`config.mk`:
```
export PLATFORM = sky130hd
export DESIGN_NAME = int_to_decimal_ascii
export DESIGN_NICKNAME = d
export VERILOG_FILES = /design/src/rtl/itoa_pkg.sv /design/src/rtl/itoa_ctrl.sv /design/src/rtl/itoa_datapath.sv /design/src/rtl/int_to_decimal_ascii.sv
export SDC_FILE = /design/constraint.sdc
export NUM_CORES = 1
export LEC_CHECK = 0
export ABC_CLOCK_PERIOD_IN_PS = 4750
export BUFFER_PORTS_ARGS = -buffer_cell sky130_fd_sc_hd__clkbuf_2
export CAP_MARGIN = 10
export CORE_MARGIN = 1.5
export CORE_UTILIZATION = 35
export DETAILED_ROUTE_END_ITERATION = 10
export REMOVE_ABC_BUFFERS = 1
export SYNTH_ARGS = -nofsm -noshare
export SYNTH_HDL_FRONTEND = slang
export SYNTH_HIERARCHICAL = 1
export SYNTH_SLANG_ARGS = --single-unit
```
`constraint.sdc`:
```
create_clock -name clk -period 4.75 [get_ports clk]
set_input_delay 0.475 -clock clk [delete_from_list [all_inputs] [get_ports clk]]
set_output_delay 0.475 -clock clk [all_outputs]
set_load 0.05 [all_outputs]
```
`src/rtl/itoa_pkg.sv`:
```
// ----------------------------------------------------------------------------
// itoa_pkg
// shared types, constants and helpers for the integer to decimal text block
// ----------------------------------------------------------------------------
`default_nettype none

package itoa_pkg;

    localparam int VALUE_WIDTH_DEF = 32;

    localparam logic [7:0] CHAR_MINUS = 8'd45;
    localparam logic [7:0] CHAR_ZERO  = 8'd48;

    typedef enum logic [2:0] {
        ST_IDLE,
        ST_CONVERT,
        ST_LOCATE,
        ST_SIGN,
        ST_DIGITS
    } state_t;

    // commands from the controller to the datapath
    typedef struct packed {
        logic load_in;
        logic shift;
        logic locate;
        logic emit_sign;
        logic emit_digit;
    } cmd_t;

    // status from the datapath back to the controller
    typedef struct packed {
        logic bits_done;
        logic negative;
        logic digit_last;
        logic out_free;
    } sts_t;

    // double-dabble correction of one bcd digit ahead of the shift
    function automatic logic [3:0] dd_adjust(input logic [3:0] d);
        logic [3:0] r;
        r = (d >= 4'd5) ? (d + 4'd3) : d;
        return r;
    endfunction

endpackage

`default_nettype wire

```
`src/rtl/itoa_ctrl.sv`:
```
// ----------------------------------------------------------------------------
// itoa_ctrl
// sequencer: take a word, run the binary to bcd shifts, then send the text
// ----------------------------------------------------------------------------
`default_nettype none

module itoa_ctrl (
    input  wire logic             clk,
    input  wire logic             rst_n,
    input  wire logic             value_valid,
    output logic                  value_stall,
    input  wire itoa_pkg::sts_t   sts,
    output itoa_pkg::cmd_t        cmd
);

    itoa_pkg::state_t state_reg;
    itoa_pkg::state_t state_next;

    always_ff @(posedge clk or negedge rst_n)
    begin
        if (!rst_n)
        begin
            state_reg <= itoa_pkg::ST_IDLE;
        end
        else
        begin
            state_reg <= state_next;
        end
    end

    always_comb
    begin
        state_next  = state_reg;
        cmd         = '0;
        value_stall = 1'b1;
        unique case (state_reg)
            itoa_pkg::ST_IDLE:
            begin
                value_stall = 1'b0;
                if (value_valid)
                begin
                    cmd.load_in = 1'b1;
                    state_next  = itoa_pkg::ST_CONVERT;
                end
            end
            itoa_pkg::ST_CONVERT:
            begin
                cmd.shift = 1'b1;
                if (sts.bits_done)
                begin
                    state_next = itoa_pkg::ST_LOCATE;
                end
            end
            itoa_pkg::ST_LOCATE:
            begin
                cmd.locate = 1'b1;
                state_next = sts.negative ? itoa_pkg::ST_SIGN : itoa_pkg::ST_DIGITS;
            end
            itoa_pkg::ST_SIGN:
            begin
                if (sts.out_free)
                begin
                    cmd.emit_sign = 1'b1;
                    state_next    = itoa_pkg::ST_DIGITS;
                end
            end
            itoa_pkg::ST_DIGITS:
            begin
                if (sts.out_free)
                begin
                    cmd.emit_digit = 1'b1;
                    if (sts.digit_last)
                    begin
                        state_next = itoa_pkg::ST_IDLE;
                    end
                end
            end
            default:
            begin
                state_next = itoa_pkg::ST_IDLE;
            end
        endcase
    end

endmodule

`default_nettype wire

```
`src/rtl/itoa_datapath.sv`:
```
// ----------------------------------------------------------------------------
// itoa_datapath
// magnitude and bcd shift registers, digit pointer and output word register
// ----------------------------------------------------------------------------
`default_nettype none

module itoa_datapath #(
    parameter int VALUE_WIDTH = itoa_pkg::VALUE_WIDTH_DEF
) (
    input  wire logic                   clk,
    input  wire logic                   rst_n,
    input  wire logic [VALUE_WIDTH-1:0] value,
    input  wire itoa_pkg::cmd_t         cmd,
    output itoa_pkg::sts_t              sts,
    output logic                        text_valid,
    input  wire logic                   text_stall,
    output logic [7:0]                  text_char,
    output logic                        is_last
);

    // decimal digits of 2^(VALUE_WIDTH-1)
    localparam int ND = ((VALUE_WIDTH - 1) * 30103) / 100000 + 1;
    localparam int BW = ND * 4;
    localparam int CW = $clog2(VALUE_WIDTH);
    localparam int IW = $clog2(ND);

    logic [VALUE_WIDTH-1:0] bin_reg;
    logic [VALUE_WIDTH-1:0] bin_next;
    logic [BW-1:0]          bcd_reg;
    logic [BW-1:0]          bcd_next;
    logic [BW-1:0]          bcd_adj;
    logic [CW-1:0]          cnt_reg;
    logic [CW-1:0]          cnt_next;
    logic [IW-1:0]          idx_reg;
    logic [IW-1:0]          idx_next;
    logic [IW-1:0]          lead;
    logic                   neg_reg;
    logic                   neg_next;
    logic                   out_valid_reg;
    logic                   out_valid_next;
    logic [7:0]             char_reg;
    logic [7:0]             char_next;
    logic                   last_reg;
    logic                   last_next;
    logic [3:0]             digit;
    logic                   out_free;

    always_comb
    begin
        for (int i = 0; i < ND; i++)
        begin
            bcd_adj[i*4 +: 4] = itoa_pkg::dd_adjust(bcd_reg[i*4 +: 4]);
        end
    end

    // most significant non-zero digit, zero keeps a single digit
    always_comb
    begin
        lead = '0;
        for (int i = 0; i < ND; i++)
        begin
            if (bcd_reg[i*4 +: 4] != 4'd0)
            begin
                lead = IW'(i);
            end
        end
    end

    assign digit    = bcd_reg[{idx_reg, 2'b00} +: 4];
    assign out_free = !out_valid_reg || !text_stall;

    always_comb
    begin
        bin_next       = bin_reg;
        bcd_next       = bcd_reg;
        cnt_next       = cnt_reg;
        idx_next       = idx_reg;
        neg_next       = neg_reg;
        char_next      = char_reg;
        last_next      = last_reg;
        out_valid_next = text_stall ? out_valid_reg : 1'b0;

        if (cmd.load_in)
        begin
            neg_next = value[VALUE_WIDTH-1];
            bin_next = value[VALUE_WIDTH-1] ? (~value + VALUE_WIDTH'(1)) : value;
            bcd_next = '0;
            cnt_next = '0;
        end
        if (cmd.shift)
        begin
            bcd_next = {bcd_adj[BW-2:0], bin_reg[VALUE_WIDTH-1]};
            bin_next = {bin_reg[VALUE_WIDTH-2:0], 1'b0};
            cnt_next = cnt_reg + CW'(1);
        end
        if (cmd.locate)
        begin
            idx_next = lead;
        end
        if (cmd.emit_sign)
        begin
            char_next      = itoa_pkg::CHAR_MINUS;
            last_next      = 1'b0;
            out_valid_next = 1'b1;
        end
        if (cmd.emit_digit)
        begin
            char_next      = itoa_pkg::CHAR_ZERO + {4'd0, digit};
            last_next      = (idx_reg == '0);
            out_valid_next = 1'b1;
            idx_next       = idx_reg - IW'(1);
        end
    end

    always_ff @(posedge clk or negedge rst_n)
    begin
        if (!rst_n)
        begin
            out_valid_reg <= 1'b0;
        end
        else
        begin
            out_valid_reg <= out_valid_next;
        end
    end

    always_ff @(posedge clk)
    begin
        bin_reg  <= bin_next;
        bcd_reg  <= bcd_next;
        cnt_reg  <= cnt_next;
        idx_reg  <= idx_next;
        neg_reg  <= neg_next;
        char_reg <= char_next;
        last_reg <= last_next;
    end

    assign sts.bits_done  = (cnt_reg == CW'(VALUE_WIDTH - 1));
    assign sts.negative   = neg_reg;
    assign sts.digit_last = (idx_reg == '0);
    assign sts.out_free   = out_free;

    assign text_valid = out_valid_reg;
    assign text_char  = char_reg;
    assign is_last    = last_reg;

endmodule

`default_nettype wire

```
`src/rtl/int_to_decimal_ascii.sv`:
```
// an accepted word runs the double-dabble shift loop and the leading-digit search before the first character
// a new word waits until every character of the previous word is issued; each word runs the
// one-bit-per-cycle double-dabble shift loop, then one character per cycle unless stalled
// the output register lets the next word be taken while the last character is stalled
// reset clears the sequencer and the output valid only; payload registers are not reset
// ----------------------------------------------------------------------------
// int_to_decimal_ascii
// signed integer to decimal ascii text, most significant character first
// ----------------------------------------------------------------------------
`default_nettype none

module int_to_decimal_ascii #(
    parameter int VALUE_WIDTH = itoa_pkg::VALUE_WIDTH_DEF
) (
    input  wire logic                   clk,
    input  wire logic                   rst_n,
    input  wire logic                   value_valid,
    output logic                        value_stall,
    input  wire logic [VALUE_WIDTH-1:0] value,
    output logic                        text_valid,
    input  wire logic                   text_stall,
    output logic [7:0]                  text_char,
    output logic                        is_last
);

    itoa_pkg::cmd_t cmd;
    itoa_pkg::sts_t sts;

    itoa_ctrl u_ctrl (
        .clk         (clk),
        .rst_n       (rst_n),
        .value_valid (value_valid),
        .value_stall (value_stall),
        .sts         (sts),
        .cmd         (cmd)
    );

    itoa_datapath #(
        .VALUE_WIDTH (VALUE_WIDTH)
    ) u_datapath (
        .clk        (clk),
        .rst_n      (rst_n),
        .value      (value),
        .cmd        (cmd),
        .sts        (sts),
        .text_valid (text_valid),
        .text_stall (text_stall),
        .text_char  (text_char),
        .is_last    (is_last)
    );

endmodule

`default_nettype wire
```
---- Yosys cells after proc, flatten, opt, wreduce, memory -nomap -nowiden ----
Index checks and enable logic that the tools add are counted.
storage, ports and cells
  bits in registers ....................... 95
  latch bits .............................. 0
  RAM bits ................................ 0
  memory bits (read-only) ................. 0
  bits of input ports ..................... 36
  output and inout port bits .............. 11
  word-level logic and storage cells ...... 115
  memories ................................ 0
operators by class
  $add $sub $neg .......................... 14
  multiply operators ...................... 0
  divide/modulo/power cells ............... 0
  magnitude comparators ................... 10
  equal/unequal tests ..................... 11
  shifts and indexed selects .............. 1
  multiplexer cells ....................... 50
  bitwise gates (word level) .............. 1
  reduce and logical (&&, ||, !) cells .... 18
operator list
  cell                   count
  $mux 32                3
  $mux 40                2
  $mux 4                 13
  $ge 4x3->1 const B     10
  $shiftx 40x7->4        1
  $add 4x2->4 const B    9
  $reduce_bool 4->1      9
  $mux 3                 11
  $add 32x1->32 const B  1
  $not 32->32            1
  $mux 8                 2
  $pmux 3 s5             1
  $mux 1                 14
  $mux 5                 2
  $add 6x4->7 const A    1
  $eq 3x2->1 const B     2
  $ne 2x2->1 const B     3
  $reduce_bool 2->1      3
  $add 5x1->5 const B    1
  $eq 5x5->1 const B     1
  $reduce_and 5->1       1
  $logic_not 4->1        1
  $mux 2                 2
  $ne 2x1->1 const B     2
  other kinds (8)        9

---- Logic depth before layout (Yosys ltp) ----
  word-level depth ........................ 12
  depth in mapped cells ................... 9
  depth with buffers taken out ............ 7

---- By module ----
The synthesis kept the hierarchy.
by module, submodules not included
  module         times used  cells each  area an instance (µm²)  seq. area each (µm²)
  itoa_datapath  1           539         5,706.7                 2,657.5
  itoa_ctrl      1           24          221.5                   75.1

---- Worst setup path before layout ----
No wires, ideal clock.
  path kind ............................... reg-to-reg
  start point ............................. register u_ctrl.state_reg[2]
  end point ............................... register u_datapath.bcd_reg[0] (enable)
  setup time .............................. 401 ps
  arrival time ............................ 2,176 ps
  required time ........................... 4,349 ps
  path slack .............................. 2,172 ps
  stages on the path, launching flop included .. 5
  path buffers ............................ 1
  clock period less this slack ............ 2,578 ps
  path through ............................ dfrtp_1 -> buf_6 -> or3_4 -> nor2_2 -> or2_2
RTL lines
  element                   line                  RTL
  start: declaration        itoa_ctrl.sv:16       itoa_pkg::state_t state_reg;
  start signal: assignment  itoa_ctrl.sv:23       state_reg <= itoa_pkg::ST_IDLE;
  start signal: assignment  itoa_ctrl.sv:27       state_reg <= state_next;
  end signal: assignment    itoa_datapath.sv:130  bcd_reg <= bcd_next;
  end: declaration          itoa_datapath.sv:29   logic [BW-1:0] bcd_reg;

==> run metrics <==
outcome complete, no violations; worst path required time around 4.8 ns; total power a little under 4 mW; Setup Skew between 0.01 and 0.015 ns; WP data arrival approximately 2.7 ns; P&R area growth vs syn 11.3%; vias in the first global route about 4000; DP Wirelength between 8000 and 9000 µm; dpl cells between 800 and 900; starting density of the core between 30% and 40%; die height roughly 130 µm; Synth cell types 64; CP max FO 36; ratio of cells with drive above 1 in the final layout roughly 16%; yosys warns 6; DRC Markers 0; post-place setup slack around 2.1 ns; fin util 39.8%; Area contributors post-synth edfxtp_1 (44%), xor2_1 (5.3%), ha_1 (5.1%); fin area 0.00660 mm²; post-synth top area share between 40 and 50%; I/O pin count 47; placer congestion estimate a little over 0.8; P per Cell Area between 500 and 600 mW/mm²; DRT antenna net count 0; Max Fclk 377 MHz; first-pass GRT wire length 20200 µm; Root Buffer clkbuf_16; clk_lat worst skew around 0.34 ns; Lkg Pwr 2.57 nW; Slew @ Worst Pin between 0.9 and 1 ns; Fill cells roughly 1600; drt wl/cell around 15 µm; Post-CTS Setup Inserts 0; total congestion overflow 0; post-DR vias/cell around 5.0; most used flip-flop cell after synthesis edfxtp_1; IO buf count 43; most instantiated library cell after synthesis edfxtp_1; Die Wd about 130 µm; RSZ-0062 raised after global routing no; final non-filler cell total 820; Detailed Route WL ~12000 µm; nets@finish 655; H-Tree Depth 3; clk buf depth 2; Slew Viols, Final 0; DR iter-0 viols 302; Seq/Total Area, Yosys a little under half; # rows 47; VDD IR-drop max between 0.2 and 0.25 mV; Post-Syn Instances ~560; top cells by count, synth edfxtp_1 (87), nand2_1 (77), o21ai_0 (39), xor2_1 (36), inv_1 (30); cell taking the most area after synthesis edfxtp_1; CTS Buf Count 9; clock-pin slew on the worst setup and hold paths about 0.070 ns; Via Count 4132; largest net degree at the start of global routing between 80 and 90; CTS tree done; CP Capture Type register; Largest register FFs 40; worst setup margin about 2.1 ns; Crit Path Class reg2reg; Async SR Flop Fraction 4.35%; Synth Area per Inst around 11 µm²; total track usage approximately 14%; Final Hold Fails 0; Diodes inserted 0; Placement Cell Area 0.00631 mm²; core region area 0.0166 mm²; #FFs+latches synth 92; initial antenna violation count 0; max_cap viols 0; Min Clock Period, post-route 2.65 ns; Worst setup SP type register; Synth Cell Area roughly 0.006 mm²; cell depth of the worst hold path 3; r2r worst-path depth 4; DIE AREA approximately 0.018 mm²; Slew HR between 30% and 40%; clock sinks a little over 90; Hold Crit Class in2reg; Final period util a little under three fifths; final setup vio count 0; number of flops mapped to enable cells by yosys between 80 and 90; drt pass-1 iters 4
## worst max-delay path: stages, from the launching register on
cell and delay, ns:
dfrtp_1 0.47, or3_4 0.43, nor2_2 0.20, or2_2 0.77, buf_4 0.44
## cell usage in the layout (no fill, tap or decap), drive strengths merged, types with 6 or more instances in the layout
| master | count |
|---|---|
| edfxtp | 87 |
| nand2 | 77 |
| clkbuf | 54 |
| o21ai | 49 |
| xor2 | 36 |
| inv | 31 |
| and2 | 25 |
| ha | 24 |
| nor2 | 24 |
| o31ai | 17 |
| nor3b | 16 |
| xnor2 | 14 |
| nand2b | 14 |
| a21oi | 12 |
| a21boi | 10 |
| o41ai | 10 |
| mux2i | 9 |
| nor3 | 9 |
| mux4 | 8 |
| nand3 | 8 |
| nor4 | 6 |
## repair_timing
| action | CTS | global route |
|---|---|---|
| endpoints found under the hold margin | 4 | 0 |
| gates resized for setup | 0 | 0 |
| hold buffers | 1 | 0 |
## logic make-up (layout without fill, tap and decap cells)
group	Yosys count	after routing	synth area share [%]
adder cells (fa/ha/maj)	24	24	5.07
other	2	3	0.127
buffers and inverters	58	94	4.31
XOR/XNOR	50	50	7.39
multiplexers	17	17	4.56
AO/OA/AOI/OAI	115	115	13.6
flip-flops	92	92	46.1
AND/OR/NAND/NOR	205	205	18.9
## metal layers
metal / wire (µm) / up-vias / GRT usage, %
met5: 0 / - / 0
met4: 104 / 0 / 2.96
li1: - / 2080 / -
met1: 5920 / 1966 / 19.4
met3: 434 / 9 / 2.93
met2: 5460 / 77 / 22.7
## area by class of cell
type | instances | area [µm²] | share of cell area [%]
well taps | 220 | 275 | 4.17
repair buffers | 48 | 255 | 3.87
inverters | 30 | 113 | 1.71
flip-flops and latches | 92 | 2730 | 41.4
clock inverters | 5 | 38.8 | 0.588
multi-input cells | 414 | 2950 | 44.7
clock buffers | 11 | 233 | 3.53
## report_power, final
group	leakage [nW]	internal [mW]	switching, mW
registers	1.01	1.45	0.260
logic	1.44	0.660	0.891
clock network	0.118	0.357	0.305
total	2.57	2.47	1.46
## final timing paths
check | start | end | slack (ns)
worst max-delay path | u_ctrl/state_reg[2]$_DFFE_PN0P_ | u_datapath/bin_reg[31]$_DFFE_PP_ | 2.10
worst min-delay path | text_stall | u_datapath/text_valid$_DFFE_PN0P_ | 0.43
worst max register to register | u_ctrl/state_reg[2]$_DFFE_PN0P_ | u_datapath/bin_reg[31]$_DFFE_PP_ | 2.10
worst min register to register | u_datapath/bin_reg[0]$_SDFFE_PP0P_ | u_datapath/bin_reg[0]$_SDFFE_PP0P_ | 0.51
max in group asynchronous | rst_n | u_ctrl/state_reg[2]$_DFFE_PN0P_ | 4.16
min in group asynchronous | rst_n | u_datapath/text_valid$_DFFE_PN0P_ | 0.47
## metrics by stage
stage	TNS [ns]	hold WS (ns)
after floorplan	-99.05	0.179
after global placement	0	0.286
after detailed placement	0	0.289
after CTS	0	0.420
after global routing	0	0.439
final	0	0.432
Note: power is estimated with default switching activity, not from simulation.
